**src/drcls_pkg.sv**
```systemverilog
// Package for the receive-buffer cache line splitter.
// Holds the field widths, register indexes and the structs passed between the
// pipeline stages. No dependencies.
`default_nettype none

package drcls_pkg;

  // Field widths of the work items.
  localparam int unsigned ADDR_W   = 32;
  localparam int unsigned LEN_W    = 24;
  localparam int unsigned IDX_W    = 2;
  localparam int unsigned MAX_DESC = 3;

  // Stream widths, padded to whole bytes.
  localparam int unsigned IN_TDATA_W  = 56;
  localparam int unsigned OUT_TDATA_W = 168;

  // Configuration register indexes.
  localparam int unsigned CFG_IDX_W = 1;
  typedef enum logic [CFG_IDX_W-1:0] {
    CFG_HEAD_BOUNCE = 1'b0,
    CFG_TAIL_BOUNCE = 1'b1
  } cfg_reg_e;

  // Stage 1 result: the buffer, its end address and its first aligned line.
  typedef struct packed {
    logic [ADDR_W-1:0] buf_addr;
    logic [LEN_W-1:0]  buf_len;
    logic [ADDR_W-1:0] end_addr;
    logic [ADDR_W-1:0] first_line;
  } addr_t;

  // Stage 2 result: the whole descriptor chain of one buffer.
  typedef struct packed {
    logic [IDX_W-1:0]                 num_desc;
    logic [MAX_DESC-1:0][ADDR_W-1:0]  target;
    logic [MAX_DESC-1:0][LEN_W-1:0]   count;
    logic [LEN_W-1:0]                 head_len;
    logic [LEN_W-1:0]                 tail_len;
    logic [ADDR_W-1:0]                inv_addr;
    logic [LEN_W-1:0]                 inv_len;
  } plan_t;

  // One emitted descriptor.
  typedef struct packed {
    logic [IDX_W-1:0]  desc_index;
    logic [ADDR_W-1:0] target_addr;
    logic [LEN_W-1:0]  byte_count;
    logic              chain_next;
    logic              last_desc;
    logic [LEN_W-1:0]  head_copy_len;
    logic [LEN_W-1:0]  tail_copy_len;
    logic [ADDR_W-1:0] invalidate_addr;
    logic [LEN_W-1:0]  invalidate_len;
  } desc_t;

endpackage

`default_nettype wire

```
**src/drcls_addr_stage.sv**
```systemverilog
// First pipeline stage of the splitter: registers the buffer and computes
// its end address and first aligned line address.
// Depends on drcls_pkg.
`default_nettype none

module drcls_addr_stage #(
  parameter int unsigned LINE_BYTES = 32
) (
  input  wire logic                          clk_i,
  input  wire logic                          rst_ni,
  input  wire logic                          valid_i,
  output logic                               ready_o,
  input  wire logic [drcls_pkg::ADDR_W-1:0]  buffer_addr_i,
  input  wire logic [drcls_pkg::LEN_W-1:0]   byte_length_i,
  output logic                               valid_o,
  input  wire logic                          ready_i,
  output drcls_pkg::addr_t                   addr_o
);

  localparam logic [drcls_pkg::ADDR_W-1:0] LineMask = drcls_pkg::ADDR_W'(LINE_BYTES - 1);

  logic             valid_q;
  drcls_pkg::addr_t addr_q, addr_d;

  // The stage takes a new transaction when empty or when its content moves on.
  assign ready_o = !valid_q || ready_i;

  // End address and round-up to the next line boundary, both modulo 2^32.
  always_comb begin
    addr_d.buf_addr   = buffer_addr_i;
    addr_d.buf_len    = byte_length_i;
    addr_d.end_addr   = buffer_addr_i + drcls_pkg::ADDR_W'(byte_length_i);
    addr_d.first_line = (buffer_addr_i + LineMask) & ~LineMask;
  end

  always_ff @(posedge clk_i or negedge rst_ni) begin
    if (!rst_ni) begin
      valid_q <= 1'b0;
    end else if (ready_o) begin
      valid_q <= valid_i;
    end
  end

  always_ff @(posedge clk_i) begin
    if (ready_o && valid_i) begin
      addr_q <= addr_d;
    end
  end

  assign valid_o = valid_q;
  assign addr_o  = addr_q;

endmodule

`default_nettype wire

```
**src/drcls_plan_stage.sv**
```systemverilog
// Second pipeline stage of the splitter: derives head, middle and tail
// lengths and decides the descriptor chain of one buffer.
// Depends on drcls_pkg.
`default_nettype none

module drcls_plan_stage #(
  parameter int unsigned LINE_BYTES = 32
) (
  input  wire logic                          clk_i,
  input  wire logic                          rst_ni,
  input  wire logic                          valid_i,
  output logic                               ready_o,
  input  drcls_pkg::addr_t                   addr_i,
  input  wire logic [drcls_pkg::ADDR_W-1:0]  head_bounce_i,
  input  wire logic [drcls_pkg::ADDR_W-1:0]  tail_bounce_i,
  output logic                               valid_o,
  input  wire logic                          ready_i,
  output drcls_pkg::plan_t                   plan_o
);

  localparam logic [drcls_pkg::ADDR_W-1:0] LineMask = drcls_pkg::ADDR_W'(LINE_BYTES - 1);
  localparam logic [drcls_pkg::LEN_W-1:0]  LineLen  = drcls_pkg::LEN_W'(LINE_BYTES);

  logic                          valid_q;
  drcls_pkg::plan_t              plan_q, plan_d;
  logic [drcls_pkg::ADDR_W-1:0]  last_line;
  logic [drcls_pkg::ADDR_W-1:0]  head_full;
  logic [drcls_pkg::ADDR_W-1:0]  mid_full;
  logic [drcls_pkg::LEN_W-1:0]   head_len;
  logic [drcls_pkg::LEN_W-1:0]   tail_len;
  logic [drcls_pkg::LEN_W-1:0]   mid_len;
  logic                          is_short;
  logic                          start_aligned;
  logic                          tail_empty;

  assign ready_o = !valid_q || ready_i;

  // Lengths of the three parts of the buffer.
  always_comb begin
    last_line     = addr_i.end_addr & ~LineMask;
    head_full     = addr_i.first_line - addr_i.buf_addr;
    mid_full      = last_line - addr_i.first_line;
    head_len      = head_full[drcls_pkg::LEN_W-1:0];
    mid_len       = mid_full[drcls_pkg::LEN_W-1:0];
    tail_len      = drcls_pkg::LEN_W'(addr_i.end_addr & LineMask);
    is_short      = addr_i.buf_len < LineLen;
    start_aligned = (addr_i.buf_addr & LineMask) == '0;
    tail_empty    = tail_len == '0;
  end

  // Chain decision.
  always_comb begin
    plan_d           = '0;
    plan_d.head_len  = head_len;
    plan_d.tail_len  = tail_len;
    plan_d.inv_addr  = addr_i.first_line;
    plan_d.inv_len   = mid_len;
    if (is_short) begin
      // Whole buffer into the head bounce buffer, nothing to invalidate.
      plan_d.num_desc  = 2'd1;
      plan_d.target[0] = head_bounce_i;
      plan_d.count[0]  = addr_i.buf_len;
      plan_d.head_len  = addr_i.buf_len;
      plan_d.tail_len  = '0;
      plan_d.inv_addr  = '0;
      plan_d.inv_len   = '0;
    end else if (start_aligned && tail_empty) begin
      plan_d.num_desc  = 2'd1;
      plan_d.target[0] = addr_i.first_line;
      plan_d.count[0]  = addr_i.buf_len;
    end else if (start_aligned) begin
      plan_d.num_desc  = 2'd2;
      plan_d.target[0] = addr_i.first_line;
      plan_d.count[0]  = mid_len;
      plan_d.target[1] = tail_bounce_i;
      plan_d.count[1]  = tail_len;
    end else if (tail_empty) begin
      plan_d.num_desc  = 2'd2;
      plan_d.target[0] = head_bounce_i;
      plan_d.count[0]  = head_len;
      plan_d.target[1] = addr_i.first_line;
      plan_d.count[1]  = mid_len;
    end else if (mid_len == '0) begin
      // Unaligned at both ends with no whole line in between.
      plan_d.num_desc  = 2'd1;
      plan_d.target[0] = head_bounce_i;
      plan_d.count[0]  = addr_i.buf_len;
      plan_d.head_len  = addr_i.buf_len;
      plan_d.tail_len  = '0;
      plan_d.inv_len   = '0;
    end else begin
      plan_d.num_desc  = 2'd3;
      plan_d.target[0] = head_bounce_i;
      plan_d.count[0]  = head_len;
      plan_d.target[1] = addr_i.first_line;
      plan_d.count[1]  = mid_len;
      plan_d.target[2] = tail_bounce_i;
      plan_d.count[2]  = tail_len;
    end
  end

  always_ff @(posedge clk_i or negedge rst_ni) begin
    if (!rst_ni) begin
      valid_q <= 1'b0;
    end else if (ready_o) begin
      valid_q <= valid_i;
    end
  end

  always_ff @(posedge clk_i) begin
    if (ready_o && valid_i) begin
      plan_q <= plan_d;
    end
  end

  assign valid_o = valid_q;
  assign plan_o  = plan_q;

endmodule

`default_nettype wire

```
**src/drcls_emit.sv**
```systemverilog
// Last pipeline stage of the splitter: holds one descriptor chain and sends
// its descriptors one per cycle while the receiver does not stall, through a registered output.
// Depends on drcls_pkg.
`default_nettype none

module drcls_emit (
  input  wire logic       clk_i,
  input  wire logic       rst_ni,
  input  wire logic       valid_i,
  output logic            ready_o,
  input  drcls_pkg::plan_t plan_i,
  output logic            valid_o,
  input  wire logic       ready_i,
  output drcls_pkg::desc_t desc_o
);

  logic                          plan_vld_q;
  drcls_pkg::plan_t              plan_q;
  logic [drcls_pkg::IDX_W-1:0]   idx_q;
  logic                          out_vld_q;
  drcls_pkg::desc_t              out_q, out_d;
  logic                          out_free;
  logic                          issue;
  logic                          last_issue;
  logic [drcls_pkg::IDX_W-1:0]   last_idx;

  // A held chain issues a descriptor whenever the output is free or drains.
  assign out_free   = !out_vld_q || ready_i;
  assign last_idx   = plan_q.num_desc - 2'd1;
  assign issue      = plan_vld_q && out_free;
  assign last_issue = issue && (idx_q == last_idx);
  assign ready_o    = !plan_vld_q || last_issue;

  // Select the current descriptor of the held chain.
  always_comb begin
    out_d                 = '0;
    out_d.desc_index      = idx_q;
    out_d.chain_next      = idx_q != last_idx;
    out_d.last_desc       = idx_q == last_idx;
    out_d.head_copy_len   = plan_q.head_len;
    out_d.tail_copy_len   = plan_q.tail_len;
    out_d.invalidate_addr = plan_q.inv_addr;
    out_d.invalidate_len  = plan_q.inv_len;
    case (idx_q)
      2'd0: begin
        out_d.target_addr = plan_q.target[0];
        out_d.byte_count  = plan_q.count[0];
      end
      2'd1: begin
        out_d.target_addr = plan_q.target[1];
        out_d.byte_count  = plan_q.count[1];
      end
      default: begin
        out_d.target_addr = plan_q.target[2];
        out_d.byte_count  = plan_q.count[2];
      end
    endcase
  end

  // Chain holder and descriptor counter.
  always_ff @(posedge clk_i or negedge rst_ni) begin
    if (!rst_ni) begin
      plan_vld_q <= 1'b0;
      idx_q      <= '0;
    end else if (ready_o) begin
      plan_vld_q <= valid_i;
      idx_q      <= '0;
    end else if (issue) begin
      idx_q <= idx_q + 2'd1;
    end
  end

  always_ff @(posedge clk_i) begin
    if (ready_o && valid_i) begin
      plan_q <= plan_i;
    end
  end

  // Output register.
  always_ff @(posedge clk_i or negedge rst_ni) begin
    if (!rst_ni) begin
      out_vld_q <= 1'b0;
    end else if (out_free) begin
      out_vld_q <= issue;
    end
  end

  always_ff @(posedge clk_i) begin
    if (issue) begin
      out_q <= out_d;
    end
  end

  assign valid_o = out_vld_q;
  assign desc_o  = out_q;

  // A held chain always has at least one descriptor.
  assert property (@(posedge clk_i) disable iff (!rst_ni)
    plan_vld_q |-> plan_q.num_desc != 2'd0)
    else $error("held descriptor chain is empty");

  // The descriptor counter stays inside the held chain.
  assert property (@(posedge clk_i) disable iff (!rst_ni)
    plan_vld_q |-> idx_q <= last_idx)
    else $error("descriptor counter ran past the chain");

  // The chain flag and the last flag are exclusive on every output.
  assert property (@(posedge clk_i) disable iff (!rst_ni)
    out_vld_q |-> (out_q.chain_next != out_q.last_desc))
    else $error("chain and last flags disagree");

  // Issuing the final descriptor shows a last descriptor in the next cycle.
  assert property (@(posedge clk_i) disable iff (!rst_ni)
    last_issue |=> (out_vld_q && out_q.last_desc))
    else $error("final descriptor not marked last");

endmodule

`default_nettype wire

```
**src/dma_rx_cache_line_split_unit.sv**
```systemverilog
// Receive-buffer cache line splitter, top level.
// Usage:
//   Each transaction on the s_axis channel carries a receive buffer address
//   and length. The block answers with one to three chained DMA descriptors
//   on the m_axis channel, in chain order, the final one marked by tlast.
//   Only whole cache lines are written directly; the unaligned head and tail
//   go to the head and tail bounce buffers set through the cfg channel.
//   The cfg channel is always ready; write it only while the block is idle.
// Timing:
//   The first descriptor of a buffer passes the address stage, plan stage,
//   chain holder and output register in turn before it shows on m_axis.
//   While m_axis_tready stays high the emit stage sends one descriptor per
//   cycle, holding each buffer until its last descriptor is issued; a new
//   buffer is accepted in every cycle while single-descriptor buffers flow.
// Reset and stall:
//   Reset empties the pipeline and sets both bounce addresses to zero.
//   When the receiver holds tready low the output register keeps its
//   descriptor and the stages behind it fill up and then drop s_axis_tready.
// Depends on drcls_pkg, drcls_addr_stage, drcls_plan_stage and drcls_emit.
`default_nettype none

module dma_rx_cache_line_split_unit #(
  parameter int unsigned LINE_BYTES = 32
) (
  input  wire logic                                 clk_i,
  input  wire logic                                 rst_ni,
  // Buffer input: [31:0] buffer_addr, [55:32] byte_length.
  input  wire logic                                 s_axis_tvalid,
  output logic                                      s_axis_tready,
  input  wire logic [drcls_pkg::IN_TDATA_W-1:0]     s_axis_tdata,
  // Descriptor output: [1:0] desc_index, [33:2] target_addr,
  // [57:34] byte_count, [58] chain_next, [82:59] head_copy_len,
  // [106:83] tail_copy_len, [138:107] invalidate_addr,
  // [162:139] invalidate_len, [167:163] zero.
  output logic                                      m_axis_tvalid,
  input  wire logic                                 m_axis_tready,
  output logic [drcls_pkg::OUT_TDATA_W-1:0]         m_axis_tdata,
  output logic                                      m_axis_tlast,
  // Configuration write channel.
  input  wire logic                                 cfg_valid_i,
  output logic                                      cfg_ready_o,
  input  wire logic [drcls_pkg::CFG_IDX_W-1:0]      cfg_index_i,
  input  wire logic [drcls_pkg::ADDR_W-1:0]         cfg_data_i
);

  logic [drcls_pkg::ADDR_W-1:0] head_bounce_q;
  logic [drcls_pkg::ADDR_W-1:0] tail_bounce_q;
  logic                         addr_vld;
  logic                         plan_rdy;
  drcls_pkg::addr_t             addr;
  logic                         plan_vld;
  logic                         emit_rdy;
  drcls_pkg::plan_t             plan;
  drcls_pkg::desc_t             desc;

  // Configuration registers.
  assign cfg_ready_o = 1'b1;

  always_ff @(posedge clk_i or negedge rst_ni) begin
    if (!rst_ni) begin
      head_bounce_q <= '0;
      tail_bounce_q <= '0;
    end else if (cfg_valid_i) begin
      unique case (drcls_pkg::cfg_reg_e'(cfg_index_i))
        drcls_pkg::CFG_HEAD_BOUNCE: head_bounce_q <= cfg_data_i;
        drcls_pkg::CFG_TAIL_BOUNCE: tail_bounce_q <= cfg_data_i;
        default: ;
      endcase
    end
  end

  drcls_addr_stage #(
    .LINE_BYTES (LINE_BYTES)
  ) u_addr_stage (
    .clk_i         (clk_i),
    .rst_ni        (rst_ni),
    .valid_i       (s_axis_tvalid),
    .ready_o       (s_axis_tready),
    .buffer_addr_i (s_axis_tdata[31:0]),
    .byte_length_i (s_axis_tdata[55:32]),
    .valid_o       (addr_vld),
    .ready_i       (plan_rdy),
    .addr_o        (addr)
  );

  drcls_plan_stage #(
    .LINE_BYTES (LINE_BYTES)
  ) u_plan_stage (
    .clk_i         (clk_i),
    .rst_ni        (rst_ni),
    .valid_i       (addr_vld),
    .ready_o       (plan_rdy),
    .addr_i        (addr),
    .head_bounce_i (head_bounce_q),
    .tail_bounce_i (tail_bounce_q),
    .valid_o       (plan_vld),
    .ready_i       (emit_rdy),
    .plan_o        (plan)
  );

  drcls_emit u_emit (
    .clk_i   (clk_i),
    .rst_ni  (rst_ni),
    .valid_i (plan_vld),
    .ready_o (emit_rdy),
    .plan_i  (plan),
    .valid_o (m_axis_tvalid),
    .ready_i (m_axis_tready),
    .desc_o  (desc)
  );

  // Pack the descriptor onto the output stream.
  assign m_axis_tdata = {5'b0,
                         desc.invalidate_len,
                         desc.invalidate_addr,
                         desc.tail_copy_len,
                         desc.head_copy_len,
                         desc.chain_next,
                         desc.byte_count,
                         desc.target_addr,
                         desc.desc_index};
  assign m_axis_tlast = desc.last_desc;

endmodule

`default_nettype wire

```
**config.mk**
```make
export PLATFORM = sky130hd
export DESIGN_NAME = dma_rx_cache_line_split_unit
export DESIGN_NICKNAME = d
export VERILOG_FILES = /design/src/drcls_pkg.sv /design/src/drcls_addr_stage.sv /design/src/drcls_plan_stage.sv /design/src/drcls_emit.sv /design/src/dma_rx_cache_line_split_unit.sv
export SDC_FILE = /design/constraint.sdc
export NUM_CORES = 1
export LEC_CHECK = 0
export ABC_AREA = 1
export BUFFER_PORTS_ARGS = -buffer_cell sky130_fd_sc_hd__buf_2
export CAP_MARGIN = 10
export CORE_MARGIN = 4
export CORE_UTILIZATION = 43
export DETAILED_ROUTE_END_ITERATION = 8
export HOLD_SLACK_MARGIN = 0.05
export MAX_ROUTING_LAYER = met4
export PLACE_DENSITY = 0.69
export SLEW_MARGIN = 20
export SYNTH_ARGS = -nofsm -noshare
export SYNTH_HDL_FRONTEND = slang
export SYNTH_SLANG_ARGS = --single-unit
```
**constraint.sdc**
```tcl
create_clock -name clk_i -period 30.8 [get_ports clk_i]
set_input_delay 1.54 -clock clk_i [delete_from_list [all_inputs] [get_ports clk_i]]
set_output_delay 1.54 -clock clk_i [all_outputs]
set_load 0.03 [all_outputs]
```
## Word-level counts from Yosys, hierarchy flattened

Cells that the tools add are included.

- Register bits: 866
- Latch bits: 0
- Memory bits (writable): 0
- Memory bits (read-only): 0
- Input port bits: 94
- Word-level logic and storage cells: 106
- Memories kept: 0

- Add/sub/neg operators: 6
- Multiply operators: 0
- Divide/modulo/power cells: 0
- Order comparisons: 1
- Eq/ne operators: 3
- Shifts and indexed selects: 0
- Mux-type cells: 25
- Bitwise operators: 1
- Reductions and logical operators: 25

Operator list:

| operator | number |
|---|---|
| $mux W48 | 5 |
| $mux W24 | 7 |
| $mux W64 | 2 |
| $pmux W56 S2 | 1 |
| $mux W32 | 3 |
| $mux W72 | 1 |
| $logic_not A24 Y1 | 2 |
| $sub A24 B24 Y24 | 2 |
| $add A32 B5 Y32 const B | 1 |
| $logic_not A32 Y1 | 1 |
| $mux W29 | 1 |
| $add A24 B24 Y24 | 1 |
| $lt A24 B6 Y1 const B | 1 |
| $mux W2 | 5 |
| $logic_and A1 B1 Y1 | 6 |
| $reduce_or A5 Y1 | 1 |
| $logic_not A1 Y1 | 4 |
| $logic_or A1 B1 Y1 | 4 |
| $reduce_and A2 Y1 | 2 |
| $reduce_or A4 Y1 | 1 |
| $reduce_or A3 Y1 | 1 |
| $add A2 B1 Y2 const B | 1 |
| $eq A2 B1 Y1 const B | 1 |
| $eq A2 B2 Y1 | 1 |
| other kinds (6) | 6 |

## Longest topological paths before layout

Gate-level depths: netlist (run 1).

- Depth after elaboration: 8
- Mapped depth: 21
- Gate-level depth less buffers: 21

## Modules after synthesis

A second synthesis (run 1) with hierarchy kept.

- Cell total of the unflattened synthesis: 3302
- Area, all modules: 37272.0 um^2

By module, submodules not included:

| module | times used | cells each | area an instance (um^2) | seq. area each (um^2) |
|---|---|---|---|---|
| drcls_emit | 1 | 660 | 14357.5 | 13252.7 |
| drcls_plan_stage | 1 | 1636 | 13922.1 | 7111.8 |
| drcls_addr_stage | 1 | 719 | 6324.8 | 3478.3 |
| dma_rx_cache_line_split_unit | 1 | 287 | 2667.6 | 1601.5 |

## Worst setup path after synthesis (run 1)

OpenSTA, ideal clock, no wires.

- Path type: in2reg
- Start: in m_axis_tready
- End: reg u_emit.plan_q (netlist bit u_emit.out_d[100]) (enable)
- Library setup time: 0.815 ns
- Arrival: 17.525 ns
- Slack: 12.460 ns
- Cell stages on the path: 4
- Path buffers: 0
- Path through: nor2_1 > nor2_1 > a21oi_1 > nor2_1

- Cells in the longest elaborated chain, start to end: 5

Ends and longest elaborated chain:

| element | line | text |
|---|---|---|
| start: declaration | dma_rx_cache_line_split_unit.sv:36 | `input wire logic m_axis_tready,` |
| $logic_or A1 B1 Y1 | drcls_emit.sv:28 | `assign out_free = !out_vld_q \|\| ready_i;` |
| $logic_and A1 B1 Y1 | drcls_emit.sv:30 | `assign issue = plan_vld_q && out_free;` |
| named net u_emit.issue | drcls_emit.sv:23 | `logic issue;` |
| $logic_and A1 B1 Y1 | drcls_emit.sv:31 | `assign last_issue = issue && (idx_q == last_idx);` |
| $logic_or A1 B1 Y1 | drcls_emit.sv:32 | `assign ready_o = !plan_vld_q \|\| last_issue;` |
| $logic_and A1 B1 Y1 | drcls_emit.sv:74 | `if (ready_o && valid_i) begin` |
| end signal: assignment | drcls_emit.sv:75 | `plan_q <= plan_i;` |
| end: declaration | drcls_emit.sv:18 | `drcls_pkg::plan_t plan_q;` |

The timed path passes the listed nets, and every way through them passes these cells.
A chain may end at the register's enable or synchronous reset.

## Worst setup path after layout (run 1)

- Start: in m_axis_tready
- End: out s_axis_tready

- Cells in the longest elaborated chain, start to end: 6

Ends and longest elaborated chain:

| element | line | text |
|---|---|---|
| $logic_or A1 B1 Y1 | drcls_emit.sv:28 |  |
| $logic_and A1 B1 Y1 | drcls_emit.sv:30 |  |
| named net u_emit.issue | drcls_emit.sv:23 |  |
| $logic_and A1 B1 Y1 | drcls_emit.sv:31 |  |
| $logic_or A1 B1 Y1 | drcls_emit.sv:32 |  |
| $logic_or A1 B1 Y1 | drcls_plan_stage.sv:36 | `assign ready_o = !valid_q \|\| ready_i;` |
| $logic_or A1 B1 Y1 | drcls_addr_stage.sv:26 | `assign ready_o = !valid_q \|\| ready_i;` |
| end: declaration | dma_rx_cache_line_split_unit.sv:29 | `output logic s_axis_tready,` |

The timed path passes the listed nets, and every way through them passes these cells.

==> results of run 1 <==
## sequential cells by signal (all words and copies together), names as in the netlist
signal and count:
u_addr_stage.addr_o 99, u_emit.desc_o 135, tail_bounce_q 32, u_plan_stage.valid_o 1, u_emit.valid_o 1, u_addr_stage.valid_o 1, u_plan_stage.plan_o 226, u_emit.plan_vld_q 1
u_emit.idx_q 2, u_emit.plan_q 151, u_emit.out_d 75, head_bounce_q 32
## placed cells by master, fill, tap and decap left out, drive strengths merged, types with 28 or more instances in the layout
master	netlist	final
edfxtp	686	686
xor2	32	32
clkinv	0	29
a21oi	105	105
nand4	29	29
ha	63	63
xnor2	28	28
nand3	104	104
nor2	276	276
inv	276	278
a22oi	37	37
nand2	463	463
o21ai	117	117
dfrtp	70	70
buf	55	250
clkbuf	46	99
conb	2	35
## layout make-up
cell class | count | share of cell area (%)
tap | 950 | 3.33
clock inverter | 37 | 1.00
clock buffer | 99 | 5.60
sequential | 756 | 62.7
timing repair buffer | 250 | 3.72
multi-input combinational | 1393 | 20.7
inverter | 276 | 2.94
antenna | 7 | 0.0491
## layer usage
layer / routed length [microns] / up-vias
met2: 37100 / 714
met5: 0 / -
met1: 32500 / 9363
met4: 2510 / 0
li1: - / 9073
met3: 5770 / 141
## kinds of logic after synthesis
group | count (synthesis) | share of synthesized area (%)
simple gates | 901 | 12.2
flops | 756 | 71.7
buf+inv | 377 | 5.14
compound gates | 304 | 5.63
fa+ha+maj | 65 | 2.66
xor+xnor | 60 | 1.69
mux | 28 | 1.01
other cells | 2 | 0.0241
## final timing paths
kind                                             end  cells past startpoint                startpoint
worst max-delay path                   s_axis_tready                      9             m_axis_tready
worst max register to register    u_emit.plan_q[223]                      8            u_emit.valid_o
worst min-delay path              u_emit.plan_q[187]                      0  u_plan_stage.plan_o[187]
worst min register to register    u_emit.plan_q[187]                      0  u_plan_stage.plan_o[187]
min in group asynchronous       u_plan_stage.valid_o                      1                    rst_ni
max in group asynchronous          head_bounce_q[16]                      1                    rst_ni
## critical path, stage by stage
cell and delay [ps]:
buf_2 90, nor2_1 70, nor2_4 70, buf_4 700, a21oi_1 270, inv_1 130, nor2_1 60, nand2_1 90
buf_2 220
## through the flow
stage | hold WS (ps) | setup WS [ps] | cells
6_report | 411 | 25980 | 3768
5_1_grt | 416 | 25640 | 3767
4_1_cts | 409 | 25940 | 3761
3_5_place_dp | 405 | 25320 | 3625
3_3_place_gp | 400 | 25460 | 3624
2_1_floorplan | 400 | 12460 | 2526
## where the power goes
group | switching, mW | total, mW | leakage (nW) | internal (mW)
Combinational | 0.799 | 1.05 | 5.85 | 0.254
Sequential | 0.128 | 1.81 | 7.35 | 1.68
Clock | 0.386 | 0.874 | 1.14 | 0.488
Total | 1.31 | 3.74 | 14.3 | 2.42
==> metrics.md, run 1 <==
| Metric | Value |
|---|---|
| Largest net degree at the start of global routing | 154 |
| Hold WC Path Type | register to register |
| Port-buffer cells | 230 |
| Worst-path fanout max | 67 |
| Post-DP HPWL | 54.2 mm |
| Hold buffer count at CTS | 0 |
| Count leader, synth | edfxtp_1 |
| Ys flop type | edfxtp_1 |
| Status | finished, final reports clean |
| Area grow syn2layout | 14.4% |
| P_leak | 14.3 nW |
| Max_slew headroom | 28.9% |
| Multi-input logic area | 7390 sq um |
| Starting Density | 43.5% |
| Fin. max-slew vios | 0 |
| Post-synthesis sequential area ratio | 71.7% |
| Crit share post-route | 15.7% |
| DRC | 0 |
| Top cells by count, synth | edfxtp_1, nand2_1, inv_1, nor2_1, o21ai_0 |
| Vias in the first global route | 19000 |
| Peak supply drop | 0.0886 mV |
| CTS Buf Count | 74 |
| Final Cell Area | 35700 sq um |
| Initial DRC Count | 1858 |
| Reg2Reg Setup Slack | 26550 ps |
| Avg Cell Area, Syn | 12.5 sq um |
| Worst Path Arrival | 3280 ps |
| Layout cells sized above 1 | 15.1% |
| Setup TNS | 0 ps |
| Pwr Total | 3.74 mW |
| Synth Cell Area | 31200 sq um |
| Number of flops mapped to enable cells by yosys | 686 |
| Yosys warnings | 0 |
| Clock Latency Late Sink | 630 ps |
| Max-cap violations | 0 |
| Fin crit period | 4820 ps |
| Via density per instance | 5.12 |
| IO Count | 266 |
| Met2 Usage GRT | 32.5% |
| Clock slew at reported path FFs | 70 ps |
| Fillcell total | 6155 |
| Gpl congestion | 0.969 |
| M3 GR Usage | 4.18% |
| Final hold vios | 0 |
| Total congestion overflow | 0 |
| CTS tree | yes |
| First-pass GRT wire length | 116 mm |
| Synth top area cells | edfxtp_1, dfrtp_1, nand2_1 |
| Routed WL | 78.0 mm |
| Leading area contributor after synthesis | edfxtp_1 |
| Final net count | 2910 |
| FF/Latch Area | 22400 sq um |
| Max Clk Rate | 207 MHz |
| Area after DPL | 33300 sq um |
| Clock sinks | 756 |
| Synth unique cells | 53 |
| Pwr dens | 105 nW/um^2 |
| Fraction of registers with async set/reset | 9.26% |
| Post-synth top area share | 66.1% |
| Core footprint | 71700 sq um |
| Initial antenna violation count | 8 |
| Final setup fails | 0 |
| RSZ-0062 raised after global routing | no |
| Clk root buf | clkbuf_16 |
| Chip width | 277 microns |
| Die H | 277 microns |
| Slew @ Worst Pin | 1070 ps |
| GRT Total Usage | 20.4% |
| M1 GR Usage | 26.2% |
| Max clock buf depth | 3 |
| Nature of the critical path endpoint | primary output |
| Postcts setup bufs | 0 |
| Startpoint Class | input port |
| H-tree depth | 3 |
| Post-Syn Instances | 2493 |
| Wirelength per Cell | 20.7 microns |
| GR peak layer | met2 |
| Number of synthesized register bits | 756 |
| Rows | 98 |
| ANT nets after route | 0 |
| Die area | 76900 sq um |
| DR vias | 19300 |
| Setup Skew | 21.4 ps |
| Worst Path Class, Setup | input port to primary output |
| Layout Utilization | 49.7% |
| Post-CTS sizing | 0 |
| Initial DRT Pass Iterations | 5 |
| Required time of the worst setup path | 29260 ps |
Power figures use the tool's default switching activity.
==> inputs of run 2 (changes only) <==
PLACE_DENSITY = 0.71   (was 0.69)
clock period = 3.9 ns   (was 30.8 ns; I/O delays follow)
==> run 2 against run 1 <==
Die area unchanged. Sequential share of layout area fell by 2.3 points. Setup slack lost 25000 ps. Sequential cell count is the same. Cell area increased by 3.9%. Clock power rose to 8.5 times the previous value. Routed wire length down 0.23%. Largest power group unchanged. Combinational power grew to 8.1 times the previous value. Highest routed layer unchanged.
==> metrics.md, run 2 (synthesis results as in run 1) <==
| Metric | Value |
|---|---|
| Largest register FFs | 226 |
| Initial DRC Count | 1957 |
| Max Clk Rate | 293 MHz |
| Dpl cells | 3642 |
| CTS Buf Count | 75 |
| Startpoint Class | register |
| Core footprint | 71700 sq um |
| Clock sinks | 756 |
| Starting Density | 43.5% |
| Critical Path Start | u_addr_stage.addr_o[6] |
| Max clock buf depth | 3 |
| Final std cells w/o fill | 3880 |
| Max-cap violations | 0 |
| Most frequent cells in the layout | edfxtp_1, nand2_1, inv_1 |
| DRC | 0 |
| Layout cells sized above 1 | 15.6% |
| Hold buffer count at CTS | 96 |
| Routed WL | 77.8 mm |
| Setup Skew | 22.9 ps |
| First-pass GRT wire length | 118 mm |
| Die area | 76900 sq um |
| Fin. max-slew vios | 0 |
| Max_slew headroom | 30.0% |
| Crit share post-route | 87.6% |
| P_leak | 14.9 nW |
| Initial antenna violation count | 4 |
| FF/Latch Area | 22400 sq um |
| Chip width | 277 microns |
| FF-to-FF End | u_plan_stage.plan_o[99] |
| Reg2Reg Launch Point | u_addr_stage.addr_o[6] |
| Rows | 98 |
| Largest net degree at the start of global routing | 138 |
| Layout Utilization | 51.7% |
| Initial DRT Pass Iterations | 6 |
| Clock slew at reported path FFs | 70 ps |
| Nature of the critical path endpoint | register |
| RSZ-0062 raised after global routing | no |
| Gpl congestion | 0.980 |
| Worst Path Class, Setup | register to register |
| CTS tree | yes |
| Area grow syn2layout | 18.9% |
| Fin crit period | 3420 ps |
| Post-DP HPWL | 53.3 mm |
| Port-buffer cells | 230 |
| Status | finished, final reports clean |
| Final hold vios | 0 |
| Pwr dens | 816 nW/um^2 |
| Worst Path Arrival | 3780 ps |
| Worst-path fanout max | 33 |
| Post-CTS sizing | 0 |
| H-tree depth | 3 |
| Slew @ Worst Pin | 1050 ps |
| Required time of the worst setup path | 4270 ps |
| Total congestion overflow | 0 |
| GRT Total Usage | 20.6% |
| IO Count | 266 |
| R2r worst-path depth | 17 |
| Die H | 277 microns |
| DR vias | 19700 |
| Hold WC Path Type | input port to asynchronous set/reset pin |
| Final net count | 3024 |
| Fillcell total | 6013 |
| Multi-input logic area | 7410 sq um |
| Reg2Reg Setup Slack | 480 ps |
| Final setup fails | 0 |
| Vias in the first global route | 19500 |
| Commonest non-fill, non-tap cell in the layout | edfxtp_1 |
| Postcts setup bufs | 0 |
| Peak supply drop | 0.684 mV |
| Clk root buf | clkbuf_16 |
| Pwr Total | 30.2 mW |
| Wirelength per Cell | 20.0 microns |
| Clock Latency Late Sink | 630 ps |
| Via density per instance | 5.08 |
| ANT nets after route | 0 |
## run 2: final cells by class
type / count / area share (%)
Clock inverter: 37 / 1.28
Sequential cell: 756 / 60.3
Tap cell: 950 / 3.21
Multi-Input combinational cell: 1393 / 20.0
Timing Repair Buffer: 363 / 6.66
Clock buffer: 101 / 5.69
Antenna cell: 4 / 0.0270
Inverter: 276 / 2.82
## run 2: how the worst max path moves through the flow
| stage | cells after the start | slack (ps) | end |
|---|---|---|---|
| 2_1_floorplan | 5 | -3010 | u_emit.out_d[100] |
| 3_3_place_gp | 17 | 420 | u_plan_stage.plan_o[100] |
| 3_5_place_dp | 17 | 440 | u_plan_stage.plan_o[99] |
| 4_1_cts | 17 | 410 | u_plan_stage.plan_o[99] |
| 5_1_grt | 16 | 260 | u_plan_stage.plan_o[90] |
| 6_report | 17 | 480 | u_plan_stage.plan_o[99] |
## run 2: per-stage QoR
| step | TNS, ps | hold WS (ps) | setup WS (ps) | instance area, sq um |
|---|---|---|---|---|
| 3_5_place_dp | 0 | 261 | 435 | 33500 |
| 6_report | 0 | 146 | 485 | 37100 |
| 2_1_floorplan | -1259800 | -101 | -3010 | 31300 |
| 5_1_grt | 0 | 213 | 256 | 37100 |
| 4_1_cts | 0 | 147 | 412 | 37000 |
| 3_3_place_gp | 0 | 255 | 424 | 33500 |
## run 2: per-layer routing
metal	up-vias	GRT usage [%]	wire length, microns	share of wire [%]
met5	-	-	0	0
met4	0	7.56	2890	3.7
met3	172	3.95	5270	6.8
met2	727	32.5	36800	47
met1	9499	26.8	32800	42
li1	9305	-	-	-
## run 2: power by group
group          switching [mW]  total [mW]  leakage (nW)  internal, mW
registers                1.03        14.3          7.35          13.2
clock network            3.08        7.46          1.26          4.38
logic                    6.31        8.51          6.34          2.19
## run 2: critical path, stage by stage (launching register included)
cell      delay [ps]
edfxtp_1         480
inv_1            180
fa_1             530
nand3_1          150
nand3_2          120
nand2_1          120
nand3b_1         100
nand2_2          230
nand2_1           80
nor2_1           180
inv_1             70
nor2_2           180
nand3_4          110
buf_4            300
nand3_1          130
nand2_1           60
nand2_1           70
nand2_1           70
